<file path="src/hdl/mi_pkg.sv">
// ============================================================================
// mi_pkg
// Shared types and constants for the modular inverse core.
// ============================================================================
package mi_pkg;

    // Width of the signed input value.
    localparam int VALUE_W = 32;
    // Width of the inverse and gcd result fields.
    localparam int RESULT_W = 16;
    // Modulus held after reset.
    localparam int MODULUS_RESET = 31;

    // Sequencer states of the core.
    typedef enum logic [2:0] {
        ST_IDLE,
        ST_REDUCE,
        ST_CHECK,
        ST_DIV,
        ST_OUT
    } mi_state_t;

    // Command from the sequencer to the shared divider.
    typedef struct packed {
        logic start;
        logic wide;
    } mi_div_cmd_t;

    // Status from the shared divider back to the sequencer.
    typedef struct packed {
        logic busy;
        logic done;
    } mi_div_sts_t;

endpackage

</file>
<file path="src/hdl/mi_if.sv">
// ============================================================================
// mi_if
// Valid/ready channel interfaces for operand, result and configuration.
// ============================================================================
interface mi_in_if;
    logic               valid;
    logic               ready;
    logic signed [31:0] value;

    modport source (output valid, output value, input ready);
    modport sink   (input valid, input value, output ready);
endinterface

interface mi_out_if;
    logic        valid;
    logic        ready;
    logic [15:0] inverse;
    logic [15:0] common_divisor;

    modport source (output valid, output inverse, output common_divisor, input ready);
    modport sink   (input valid, input inverse, input common_divisor, output ready);
endinterface

interface mi_cfg_if #(
    parameter int DATA_W = 16
);
    logic              valid;
    logic              ready;
    logic [DATA_W-1:0] data;

    modport source (output valid, output data, input ready);
    modport sink   (input valid, input data, output ready);
endinterface

</file>
<file path="src/hdl/mi_div_unit.sv">
// ============================================================================
// mi_div_unit
// Shared restoring divider, one quotient bit per cycle, which also builds the
// product of the quotient and a signed coefficient by shift and add.
// ============================================================================
module mi_div_unit import mi_pkg::*; #(
    parameter int MOD_WIDTH = 16
) (
    input  logic                        clk,
    input  logic                        rst_n,
    input  mi_div_cmd_t                 cmd,
    input  logic [VALUE_W-1:0]          dividend,
    input  logic [MOD_WIDTH-1:0]        divisor,
    input  logic signed [MOD_WIDTH+1:0] coef,
    output mi_div_sts_t                 sts,
    output logic [MOD_WIDTH-1:0]        remainder,
    output logic signed [MOD_WIDTH+1:0] product
);

    localparam int CW    = MOD_WIDTH + 2;
    localparam int SHIFT = VALUE_W - MOD_WIDTH;
    localparam int CNT_W = $clog2(VALUE_W + 1);

    logic                 busy_reg,  busy_next;
    logic                 done_reg,  done_next;
    logic [CNT_W-1:0]     count_reg, count_next;
    logic [VALUE_W-1:0]   num_reg,   num_next;
    logic [MOD_WIDTH-1:0] den_reg,   den_next;
    logic [MOD_WIDTH-1:0] rem_reg,   rem_next;
    logic signed [CW-1:0] coef_reg,  coef_next;
    logic signed [CW-1:0] prod_reg,  prod_next;

    logic [MOD_WIDTH:0]   trial;
    logic [MOD_WIDTH:0]   trial_diff;
    logic                 fits;

    always_comb
    begin
        trial      = {rem_reg, num_reg[VALUE_W-1]};
        trial_diff = trial - {1'b0, den_reg};
        fits       = (trial >= {1'b0, den_reg});

        busy_next  = busy_reg;
        done_next  = 1'b0;
        count_next = count_reg;
        num_next   = num_reg;
        den_next   = den_reg;
        rem_next   = rem_reg;
        coef_next  = coef_reg;
        prod_next  = prod_reg;

        if (cmd.start)
        begin
            busy_next = 1'b1;
            den_next  = divisor;
            rem_next  = '0;
            coef_next = coef;
            prod_next = '0;
            if (cmd.wide)
            begin
                num_next   = dividend;
                count_next = CNT_W'(VALUE_W);
            end
            else
            begin
                // A narrow operand is left-aligned so its top bit enters first.
                num_next   = dividend << SHIFT;
                count_next = CNT_W'(MOD_WIDTH);
            end
        end
        else if (busy_reg)
        begin
            num_next   = num_reg << 1;
            rem_next   = fits ? trial_diff[MOD_WIDTH-1:0] : trial[MOD_WIDTH-1:0];
            prod_next  = (prod_reg <<< 1) + (fits ? coef_reg : CW'(0));
            count_next = count_reg - 1'b1;
            if (count_reg == CNT_W'(1))
            begin
                busy_next = 1'b0;
                done_next = 1'b1;
            end
        end
    end

    always_ff @(posedge clk or negedge rst_n)
    begin
        if (!rst_n)
        begin
            busy_reg  <= 1'b0;
            done_reg  <= 1'b0;
            count_reg <= '0;
        end
        else
        begin
            busy_reg  <= busy_next;
            done_reg  <= done_next;
            count_reg <= count_next;
        end
    end

    always_ff @(posedge clk)
    begin
        num_reg  <= num_next;
        den_reg  <= den_next;
        rem_reg  <= rem_next;
        coef_reg <= coef_next;
        prod_reg <= prod_next;
    end

    assign sts.busy  = busy_reg;
    assign sts.done  = done_reg;
    assign remainder = rem_reg;
    assign product   = prod_reg;

`ifndef SYNTH
    a_start_when_free: assert property (@(posedge clk) disable iff (!rst_n)
        cmd.start |-> !busy_reg)
        else $error("divider started while busy");

    a_count_live: assert property (@(posedge clk) disable iff (!rst_n)
        busy_reg |-> (count_reg != '0))
        else $error("divider busy with no steps left");

    a_done_ends_run: assert property (@(posedge clk) disable iff (!rst_n)
        done_reg |-> ($past(busy_reg) && !busy_reg))
        else $error("divider done without a finished run");
`endif

endmodule

</file>
<file path="src/hdl/modular_inverse_core.sv">
// Each result takes a reduction of the operand and then k Euclid steps, where k is at
// most about 24 for a 16-bit modulus.
// Throughput: one item at a time; the next operand is taken once the result is registered.
// The time per item is set by the shared bit-serial divider, which works through the full operand
// width for the reduction and MOD_WIDTH bits for each Euclid quotient. A zero modulus skips the divider.
// Reset (rst_n, asynchronous, active low) idles the core and loads the modulus with 31.
// ============================================================================
// modular_inverse_core
// Modular inverse by the extended Euclidean algorithm on a shared divider.
// ============================================================================
module modular_inverse_core import mi_pkg::*; #(
    parameter int MOD_WIDTH = 16
) (
    input  logic        clk,
    input  logic        rst_n,
    mi_in_if.sink       operand,
    mi_out_if.source    result,
    mi_cfg_if.sink      cfg
);

    localparam int CW = MOD_WIDTH + 2;

    // Sequencer and datapath registers. The modulus register is the only
    // configuration; everything else is per-item working state.
    mi_state_t            state_reg,     state_next;
    logic [MOD_WIDTH-1:0] mod_reg;
    logic                 neg_reg,       neg_next;
    logic [MOD_WIDTH-1:0] rem_old_reg,   rem_old_next;
    logic [MOD_WIDTH-1:0] rem_cur_reg,   rem_cur_next;
    logic signed [CW-1:0] co_old_reg,    co_old_next;
    logic signed [CW-1:0] co_cur_reg,    co_cur_next;
    logic                 out_valid_reg, out_valid_next;
    logic [RESULT_W-1:0]  inverse_reg,   inverse_next;
    logic [RESULT_W-1:0]  gcd_reg,       gcd_next;

    // Shared divider connections.
    mi_div_cmd_t          div_cmd;
    mi_div_sts_t          div_sts;
    logic [VALUE_W-1:0]   div_dividend;
    logic [MOD_WIDTH-1:0] div_divisor;
    logic signed [CW-1:0] div_coef;
    logic [MOD_WIDTH-1:0] div_rem;
    logic signed [CW-1:0] div_prod;

    // Helpers for the input reduction and the final fold of the coefficient.
    logic [VALUE_W-1:0]   value_mag;
    logic signed [CW-1:0] co_fold;
    logic                 accept;

    mi_div_unit #(
        .MOD_WIDTH (MOD_WIDTH)
    ) u_div (
        .clk       (clk),
        .rst_n     (rst_n),
        .cmd       (div_cmd),
        .dividend  (div_dividend),
        .divisor   (div_divisor),
        .coef      (div_coef),
        .sts       (div_sts),
        .remainder (div_rem),
        .product   (div_prod)
    );

    // The modulus is always accepted; change it only while idle, as the core does not enforce this.
    assign cfg.ready = 1'b1;

    always_ff @(posedge clk or negedge rst_n)
    begin
        if (!rst_n)
        begin
            mod_reg <= MOD_WIDTH'(MODULUS_RESET);
        end
        else if (cfg.valid)
        begin
            mod_reg <= MOD_WIDTH'(cfg.data);
        end
    end

    assign operand.ready = (state_reg == ST_IDLE);
    assign accept        = operand.valid && operand.ready;

    // Magnitude of the signed operand. The most negative value maps to 2^31,
    // which is still correct as an unsigned 32-bit number.
    assign value_mag = operand.value[VALUE_W-1] ? VALUE_W'(-operand.value)
                                                : VALUE_W'(operand.value);

    // The last old coefficient lies within one modulus of zero, so a single
    // add brings a negative one into range.
    assign co_fold = co_old_reg[CW-1] ? (co_old_reg + CW'(mod_reg)) : co_old_reg;

    always_comb
    begin
        state_next     = state_reg;
        neg_next       = neg_reg;
        rem_old_next   = rem_old_reg;
        rem_cur_next   = rem_cur_reg;
        co_old_next    = co_old_reg;
        co_cur_next    = co_cur_reg;
        out_valid_next = out_valid_reg;
        inverse_next   = inverse_reg;
        gcd_next       = gcd_reg;

        div_cmd        = '0;
        div_dividend   = value_mag;
        div_divisor    = mod_reg;
        div_coef       = co_cur_reg;

        // The output register empties as soon as the sink takes the item.
        if (out_valid_reg && result.ready)
        begin
            out_valid_next = 1'b0;
        end

        case (state_reg)
            ST_IDLE:
            begin
                if (accept)
                begin
                    neg_next = operand.value[VALUE_W-1];
                    if (mod_reg == '0)
                    begin
                        // No reduction is possible: both fields come out as zero.
                        rem_old_next = '0;
                        co_old_next  = '0;
                        state_next   = ST_OUT;
                    end
                    else
                    begin
                        // Reduce the magnitude mod m over the full operand width.
                        div_cmd.start = 1'b1;
                        div_cmd.wide  = 1'b1;
                        state_next    = ST_REDUCE;
                    end
                end
            end

            ST_REDUCE:
            begin
                if (div_sts.done)
                begin
                    // A negative operand with a non-zero remainder folds to m - r.
                    if (neg_reg && (div_rem != '0))
                    begin
                        rem_old_next = mod_reg - div_rem;
                    end
                    else
                    begin
                        rem_old_next = div_rem;
                    end
                    rem_cur_next = mod_reg;
                    co_old_next  = CW'(1);
                    co_cur_next  = '0;
                    state_next   = ST_CHECK;
                end
            end

            ST_CHECK:
            begin
                if (rem_cur_reg == '0)
                begin
                    state_next = ST_OUT;
                end
                else
                begin
                    // One Euclid step: quotient of the two remainders, with the
                    // divider also forming quotient times the current coefficient.
                    div_dividend  = VALUE_W'(rem_old_reg);
                    div_divisor   = rem_cur_reg;
                    div_coef      = co_cur_reg;
                    div_cmd.start = 1'b1;
                    div_cmd.wide  = 1'b0;
                    state_next    = ST_DIV;
                end
            end

            ST_DIV:
            begin
                if (div_sts.done)
                begin
                    rem_old_next = rem_cur_reg;
                    rem_cur_next = div_rem;
                    co_old_next  = co_cur_reg;
                    co_cur_next  = co_old_reg - div_prod;
                    state_next   = ST_CHECK;
                end
            end

            ST_OUT:
            begin
                // Load the result once the output register is free or being emptied.
                if (!out_valid_reg || result.ready)
                begin
                    out_valid_next = 1'b1;
                    inverse_next   = RESULT_W'(co_fold[MOD_WIDTH-1:0]);
                    gcd_next       = RESULT_W'(rem_old_reg);
                    state_next     = ST_IDLE;
                end
            end

            default:
            begin
                state_next = ST_IDLE;
            end
        endcase
    end

    always_ff @(posedge clk or negedge rst_n)
    begin
        if (!rst_n)
        begin
            state_reg     <= ST_IDLE;
            out_valid_reg <= 1'b0;
        end
        else
        begin
            state_reg     <= state_next;
            out_valid_reg <= out_valid_next;
        end
    end

    always_ff @(posedge clk)
    begin
        neg_reg     <= neg_next;
        rem_old_reg <= rem_old_next;
        rem_cur_reg <= rem_cur_next;
        co_old_reg  <= co_old_next;
        co_cur_reg  <= co_cur_next;
        inverse_reg <= inverse_next;
        gcd_reg     <= gcd_next;
    end

    assign result.valid          = out_valid_reg;
    assign result.inverse        = inverse_reg;
    assign result.common_divisor = gcd_reg;

`ifndef SYNTH
    a_done_when_waiting: assert property (@(posedge clk) disable iff (!rst_n)
        div_sts.done |-> ((state_reg == ST_REDUCE) || (state_reg == ST_DIV)))
        else $error("divider finished while the sequencer was not waiting");

    a_out_stalls: assert property (@(posedge clk) disable iff (!rst_n)
        ((state_reg == ST_OUT) && result.valid && !result.ready) |=> (state_reg == ST_OUT))
        else $error("result overwritten before it was taken");

    a_wait_holds_divider: assert property (@(posedge clk) disable iff (!rst_n)
        (((state_reg == ST_REDUCE) || (state_reg == ST_DIV)) && !div_sts.done)
            |-> div_sts.busy)
        else $error("sequencer waiting on an idle divider");
`endif

endmodule
</file>
<file path="src/flat_wrapper.sv">
// flat-port wrapper written by rule: the top's interface ports become plain ports
module modular_inverse_core_flat import mi_pkg::*;
#(
    parameter int MOD_WIDTH = 16
)
  (clk, rst_n, operand_valid, operand_value, operand_ready, result_valid, result_inverse, result_common_divisor, result_ready, cfg_valid, cfg_data, cfg_ready);
  mi_in_if operand_i ();
  mi_out_if result_i ();
  mi_cfg_if cfg_i ();
  input  logic clk;
  input  logic rst_n;
  input wire logic [$bits(operand_i.valid)-1:0] operand_valid;
  input wire logic [$bits(operand_i.value)-1:0] operand_value;
  output wire logic [$bits(operand_i.ready)-1:0] operand_ready;
  output wire logic [$bits(result_i.valid)-1:0] result_valid;
  output wire logic [$bits(result_i.inverse)-1:0] result_inverse;
  output wire logic [$bits(result_i.common_divisor)-1:0] result_common_divisor;
  input wire logic [$bits(result_i.ready)-1:0] result_ready;
  input wire logic [$bits(cfg_i.valid)-1:0] cfg_valid;
  input wire logic [$bits(cfg_i.data)-1:0] cfg_data;
  output wire logic [$bits(cfg_i.ready)-1:0] cfg_ready;
  assign operand_i.valid = operand_valid;
  assign operand_i.value = operand_value;
  assign operand_ready = operand_i.ready;
  assign result_valid = result_i.valid;
  assign result_inverse = result_i.inverse;
  assign result_common_divisor = result_i.common_divisor;
  assign result_i.ready = result_ready;
  assign cfg_i.valid = cfg_valid;
  assign cfg_i.data = cfg_data;
  assign cfg_ready = cfg_i.ready;
  modular_inverse_core #(.MOD_WIDTH(MOD_WIDTH)) u_core (.clk(clk), .rst_n(rst_n), .operand(operand_i), .result(result_i), .cfg(cfg_i));
endmodule
</file>
<file path="config.mk">
export PLATFORM = sky130hd
export DESIGN_NAME = modular_inverse_core_flat
export DESIGN_NICKNAME = d
export VERILOG_FILES = /design/src/hdl/mi_pkg.sv /design/src/hdl/mi_if.sv /design/src/hdl/mi_div_unit.sv /design/src/hdl/modular_inverse_core.sv /design/src/flat_wrapper.sv
export SDC_FILE = /design/constraint.sdc
export NUM_CORES = 1
export LEC_CHECK = 0
export ABC_AREA = 1
export BUFFER_PORTS_ARGS = -buffer_cell sky130_fd_sc_hd__buf_4
export CAP_MARGIN = 25
export CORE_ASPECT_RATIO = 1.2
export CORE_MARGIN = 2
export CORE_UTILIZATION = 30
export DETAILED_ROUTE_END_ITERATION = 8
export GPL_ROUTABILITY_DRIVEN = 0
export PLACE_DENSITY_LB_ADDON = 0.1
export SYNTH_ARGS = -nofsm -noshare
export SYNTH_HDL_FRONTEND = slang
export SYNTH_SLANG_ARGS = --single-unit
</file>
<file path="constraint.sdc">
create_clock -name clk -period 5.29 [get_ports clk]
set_clock_uncertainty 0.1 [all_clocks]
set_input_delay 0.529 -clock clk [delete_from_list [all_inputs] [get_ports clk]]
set_output_delay 0.529 -clock clk [all_outputs]
set_load 0.005 [all_outputs]
</file>
==> impl_results.md, run 1 <==
- Status: completed
- Post-synth EDFFs: 167
- Final Max Tran Viols: 0
- CP endpoint: u_core.u_div.product[15]
- Antenna Nets Post-Route: 0
- Crit path required time: 5.63 ns
- Average vias per placed instance: 4.80
- Most frequent cells in the layout: 413 x nand2_1, 249 x inv_1, 177 x o21ai_0, 167 x edfxtp_1, 148 x nor2_1
- Clock root buffer: clkbuf_16
- Clk pwr share: 0.206
- Hold Vio Cnt, Final: 0
- GRT Overall Usage: 0.183
- Cell Rows: 87
- Sequential fraction of the synthesis area: 0.449
- H-tree depth: 1
- RSZ-0062 raised after global routing: no
- Post-synth ARST share: 0.122
- Top cells by area, synth: edfxtp_1 35%, nand2_1 11%, ha_1 7.2%
- Pin count of the biggest net entering global routing: 53
- Share of cells above drive strength 1: 0.0947
- CTS Buf Count: 29
- Synth top area share: 0.351
- Synth Register Bits: 229
- Setup Slack @ Placement: 1.62 ns
- Worst R2R Setup Slack: 1.60 ns
- Routed WL: 45,500 um
- R2r endpoint: u_core.u_div.product[15]
- Multi-input logic area: 6710 um2
- Vias: 12.0k
- Sequential share of power: 0.297
- Max reg flops: 32
- Max transition margin: 0.472
- Detailed-placement wirelength estimate: 34,600 um
- Pre-antenna DRT Iters: 5
- Fin crit period: 3.69 ns
- Die H: 243 um
- Port buffer count: 86
- Final period utilization: 0.698
- Mapped Cells: 1,772
- Leak pwr: 7.57 nW
- Nets: 1,997
- CP arrival: 4.03 ns
- Hold depth: 3
- Area delta synth->final: 16.8%
- GR Overflow Total: 0
- Max capacitance violation total: 0
- First-pass GRT wire length: 69,500 um
- DIE WIDTH: 203 um
- Clock-pin transition on the worst setup and hold timing paths: 0.06 ns
- CTS tree: done
- Primary FF master, synth: edfxtp_1
- Drt wl/cell: 18.2 um
- Post-CTS setup buffers: 0
- Setup WS post-layout: 1.60 ns
- Achievable frequency: 0.271 GHz
- Post-synthesis cell area: 14,300 um2
- Logic pwr share: 0.497
- Power per Cell Area: 634 nW/um2
- PostCTS Resize Cnt: 0
- Min-Delay Startpoint: cfg_data[9]
- Fillers: 4,966
- Critical Path Start: u_core.u_div.remainder[3]
- Cell internal pwr: 5.90 mW
- Detailed Route Iter0 Violations: 691
- DR DRC count: 0
- Worst VDD drop: 0.275 mV
- DIE AREA: 49,400 um2
- Initial core utilization: 0.304
- Leading cell type in the layout, fill and taps excluded: nand2_1
- Setup_tns: 0 ns
- Vias in the first global route: 11.9k
- NetSw: 4.67 mW
- CTS Sinks: 229
- Sw Share: 0.442
- Synth cell types: 55
- Top-level port count: 88
- Inserted Diodes: 0
- CORE AREA: 47,000 um2
- Initial antenna violation count: 0
- Setup crit start kind: flip-flop
- Worst hold margin: 0.0792 ns
- Type of the worst setup path: reg -> reg
- Worst reg2reg path startpoint: u_core.u_div.remainder[3]
- Syn Nets: 1,912
- Maximum clock path buffer count: 3
- # setup viols final: 0
- Worst skew pair latency: 0.56 ns
- CP Capture Type: flip-flop
- Pin slew with the least headroom to its limit: 0.792 ns
- Min-Delay Path Class: in -> reg
- R2r worst-path depth: 21
- Avg Inst Size Synth: 8.06 um2
- CP Max Fanout: 24
- Register area: 6400 um2
- Yosys warns: 0
- Yosys top cell by area: edfxtp_1
synth_stat cells, drive strengths merged (7+ instances only):
| library cell | number |
|---|---|
| o22ai | 10 |
| or2 | 7 |
| nor2 | 157 |
| buf | 20 |
| a31oi | 8 |
| dfxtp | 34 |
| clkbuf | 25 |
| xor2 | 28 |
| edfxtp | 167 |
| inv | 256 |
| o21ai | 186 |
| a21o | 11 |
| dfrtp | 23 |
| xnor2 | 19 |
| o21bai | 17 |
| a22oi | 8 |
| nor4 | 7 |
| nand2 | 418 |
| nand3 | 94 |
| nand4 | 19 |
| nor3 | 17 |
| ha | 82 |
| a21oi | 121 |
layer usage:
metal	vias up	share of wire	global-route usage
met3	70	0.043	0.0231
met4	0	0.035	0.0668
met1	5627	0.45	0.240
met2	239	0.47	0.308
met5	-	0	0
li1	6083	-	-
layout make-up:
class                   count  share of cell area
multi-input cells        1240               0.403
flip-flops and latches    229               0.384
inverters                 258              0.0585
clock buffers              42              0.0501
well taps                 623              0.0468
repair buffers             99              0.0455
clock inverters            11              0.0123
worst max-delay path, cell delays in order (launching register included):
cell	delay, ns
dfxtp_1	0.43
ha_1	0.32
a21oi_1	0.23
nand2_1	0.09
nand2_1	0.06
nand3_1	0.11
nand2_1	0.11
nand2_2	0.07
inv_2	0.40
nor2_1	0.09
ha_1	0.22
fa_1	0.44
nand3_1	0.12
nand2_1	0.10
nand2_1	0.08
nand2_1	0.07
nand2_1	0.07
nand2_1	0.10
nand2_1	0.08
nand2_1	0.06
o21ai_0	0.15
nand2_1	0.07
how the worst min path moves through the flow:
stage	to	slack, ns
floorplan	u_core.mod_reg[10]	0.13
global placement	u_core.u_div.coef_reg[0]	0.33
detailed placement	u_core.u_div.coef_reg[10]	0.33
CTS	u_core.mod_reg[9]	0.05
global route	u_core.mod_reg[10]	0.08
finish	u_core.mod_reg[9]	0.08
repair_timing:
item                                    in CTS  in global routing
endpoints found under the hold margin       23                  0
hold buffers                                 1                  0
endpoints found under the setup margin       0                  0
power groups by stage:
stage	logic [mW]	clock network (mW)	registers (mW)
after floorplan	3.91	0	2.97
after global placement	5.25	0	3.18
after detailed placement	5.24	0	3.18
after CTS	5.28	2.25	3.15
after global routing	5.99	2.31	3.21
final	5.25	2.17	3.14
cells by family after synthesis:
logic type / count (synthesis) / synth area share
DFF: 229 / 0.449
buffers and inverters: 303 / 0.0835
adders and majority gates: 87 / 0.0789
AOI/OAI and AO/OA: 377 / 0.143
other: 1 / 0.000263
and+or+nand+nor: 728 / 0.217
xor gates and xnor gates: 47 / 0.0288
stage by stage:
step | cells | util | power (mW) | instance area, um2
floorplan | 1772 | - | 6.87 | 14300
global placement | 2447 | 0.332 | 8.43 | 15600
detailed placement | 2448 | 0.332 | 8.42 | 15600
CTS | 2502 | 0.354 | 10.7 | 16700
global route | 2502 | 0.354 | 11.5 | 16700
finish | 2502 | 0.354 | 10.6 | 16700
No activity file was read; power rests on OpenSTA's default activity.
==> run 2: changes to the inputs <==
- ABC_AREA: 1 -> 0
- clock period: 5.29 -> 3.6 ns (I/O delays scaled with it)
==> run 2 against run 1 <==
  * The run now ends with negative setup slack left
  * Clock power rose by 36%
  * Maximum frequency fell by 8.3%
  * Register-to-register slack got worse by 2.0 ns
  * Global-route usage rose by 0.050 points
  * Sequential share of layout area fell by 0.90 points
  * Non-clock buffer count rose by 122
  * Wire length fell by 6.6%
  * Hold slack got worse by 0.051 ns
  * Sequential cell count did not move
  * First-iteration DRC count fell by 21%
  * Largest cell class unchanged
  * Largest power group unchanged
==> impl_results.md, run 2 <==
- Sequential fraction of the synthesis area: 0.470
- H-tree depth: 1
- Largest stage delay on the critical path: 0.36 ns
- Worst VDD drop: 0.443 mV
- Post-synth EDFFs: 167
- Hold Vio Cnt, Final: 0
- Top cells by area, synth: edfxtp_1 37%, ha_1 7.5%, dfxtp_1 5.0%
- Post-synth ARST share: 0.122
- Post-Synth XOR/XNOR Area: 0.0553
- Final period utilization: 1.12
- Status: finished, violations left
- Nets: 1,736
- CTS Sinks: 229
- Initial core utilization: 0.304
- Mux cell area share after synthesis: 0.0295
- Most frequent cells in the layout: 202 x buf_4, 173 x nand2_1, 167 x edfxtp_1, 116 x nor2_1, 98 x o21ai_0
- Worst hold margin: 0.0279 ns
- Cell Rows: 85
- Primary FF master, synth: edfxtp_1
- CP Max Fanout: 4
- Share of cells above drive strength 1: 0.201
- Crit path required time: 3.92 ns
- Pin count of the biggest net entering global routing: 50
- RSZ-0062 raised after global routing: yes
- Core Util, Final: 0.380
- Drt wl/cell: 19.1 um
- DR DRC count: 0
- Mapped Cells: 1,404
- Syn Nets: 1,544
- Synth Area in Simple Gates: 0.168
- Setup crit start kind: flip-flop
- Type of the worst setup path: reg -> reg
- Top Family by Delay on Critical Path: compound AO/OA/AOI/OAI gates
- Setup WS post-layout: -0.426 ns
- Detailed Route Iter0 Violations: 548
- Routed WL: 42,500 um
- Power per Cell Area: 844 nW/um2
- Max reg flops: 32
- Average vias per placed instance: 4.90
- Inserted Diodes: 0
- Failing checks: negative setup slack
- CP arrival: 4.35 ns
- Synth Register Bits: 229
- WP buf/inv: 1
- Maximum clock path buffer count: 3
- Fin crit period: 4.03 ns
- # setup viols final: 10
- Worst skew pair latency: 0.56 ns
- GR Overflow Total: 0
- Port buffer count: 86
- CTS Buf Count: 28
- Synth cell types: 69
- Combinational family with the most area after synthesis: simple AND/OR/NAND/NOR gates
- Clock root buffer: clkbuf_16
- Final Max Tran Viols: 0
- Post-synthesis compound-gate area fraction: 0.155
- Synth top area share: 0.368
- Most frequent cells after synthesis: 174 x nand2_1, 167 x edfxtp_1, 119 x nor2_1
- GRT Overall Usage: 0.183
- Slowest-stage cell, CP: fa_2
- Setup Slack @ Placement: -0.521 ns
- Vias in the first global route: 11.3k
- Yosys warns: 0
- First-pass GRT wire length: 66,100 um
- Area share of fa/ha/maj cells after synthesis: 0.0826
- Count leader, synth: nand2_1
- Max transition margin: 0.455
- CP Capture Type: flip-flop
- Top-level port count: 88
- Die H: 238 um
- Yosys top cell by area: edfxtp_1
- Critical Path, Cell by Cell: inv_1 -> ha_1 -> nor2b_4 -> o21ba_4 -> o41a_1 -> o21ai_2 -> a31oi_4 -> and2_4 -> ha_4 -> fa_2 -> a211oi_2 -> nor2_2 -> o211ai_1 -> a31oi_1 -> a221o_1 -> a21oi_2 -> xor2_1 -> a21oi_1
- Post-synthesis cell area: 13,600 um2
- Detailed-placement wirelength estimate: 31,500 um
- Initial antenna violation count: 0
- Min-Delay Path Class: in -> reg
- Leak pwr: 6.98 nW
- Leading cell type in the layout, fill and taps excluded: buf_4
- Pre-antenna DRT Iters: 5
- Avg Inst Size Synth: 9.71 um2
- Clock-pin transition on the worst setup and hold timing paths: 0.06 ns
- Achievable frequency: 0.248 GHz
- CORE AREA: 44,900 um2
- Antenna Nets Post-Route: 0
- DIE WIDTH: 199 um
- CTS tree: done
- Max capacitance violation total: 0
- Pin slew with the least headroom to its limit: 0.817 ns
- Area delta synth->final: 25.2%
- DIE AREA: 47,200 um2
- Vias: 10.9k
==> run 2: changes by cell type after synthesis, moves of 25 or more <==
cell,before,now
mux2_2,0,25
inv_1,250,77
a211oi_1,2,28
nand3_1,93,37
a21oi_1,121,83
xnor2_1,19,48
nor2_1,150,119
nand2_1,413,174
o21ai_0,177,101
==> run 2: final cells by class <==
| class | instances | area (um2) |
|---|---|---|
| flip-flops and latches | 229 | 6400 |
| clock buffers | 43 | 840 |
| well taps | 609 | 762 |
| multi-input cells | 1036 | 6940 |
| repair buffers | 221 | 1710 |
| fillers | 4579 | 27800 |
| inverters | 80 | 300 |
| clock inverters | 9 | 120 |
==> run 2: path summary, 6_finish.rpt <==
path                                          from                         endpoint  slack (ns)  depth (start not counted)
setup reg to reg           u_core.u_div.den_reg[1]         u_core.u_div.product[17]       -0.43                         18
min in group asynchronous                    rst_n        u_core.u_div.count_reg[1]        0.19                          2
setup / recovery           u_core.u_div.den_reg[1]         u_core.u_div.product[17]       -0.43                         18
hold / removal                        result_ready              u_core.result.valid        0.03                          3
hold reg to reg              u_core.rem_old_reg[3]  u_core.result.common_divisor[3]        0.35                          0
max in group asynchronous                    rst_n                u_core.mod_reg[3]        2.84                          2
==> run 2: worst min-delay path: cells and delay by family <==
kind / cells / cell delay [ns]
and+or+nand+nor: 2 / 0.21
buffers and inverters: 1 / 0.07
==> run 2: stage by stage <==
step                      TNS (ns)  cells  area (um2)  power, mW
after global routing         -4.27   2227       17100       15.6
after floorplan              -1.04   1404       13800       8.78
final                        -2.30   2227       17100       14.4
after CTS                    -2.31   2223       17000       14.5
after global placement       -2.51   2150       15800       11.3
after detailed placement     -2.98   2150       15800       11.3
==> run 2: repair_timing <==
action | 4_1_cts | 5_1_grt
endpoints found under the setup margin | 12 | 13
pin swaps | 14 | 12
resized for setup | 10 | 10
buffers inserted | 4 | 4
hold buffers | 17 | 0
endpoints found under the hold margin | 39 | 0
==> run 2: logic make-up after synthesis <==
kind of cell	Yosys count
AOI/OAI and AO/OA	336
buffers and inverters	139
and+or+nand+nor	489
other	1
DFF	229
muxes	37
xor gates and xnor gates	86
adders and majority gates	87
==> run 2: routing by layer <==
metal / up-vias / GRT usage / wire length, um
li1: 5477 / - / -
met1: 5219 / 0.218 / 17800
met2: 160 / 0.339 / 22100
met3: 66 / 0.0176 / 1060
met4: 0 / 0.0654 / 1460
met5: - / 0 / 0
==> run 2: power by group <==
part / switching [mW] / leakage [nW] / internal (mW)
Clock: 1.14 / 0.466 / 1.81
Sequential: 0.397 / 2.18 / 3.72
Combinational: 4.04 / 4.33 / 3.30
Total: 5.58 / 6.98 / 8.83
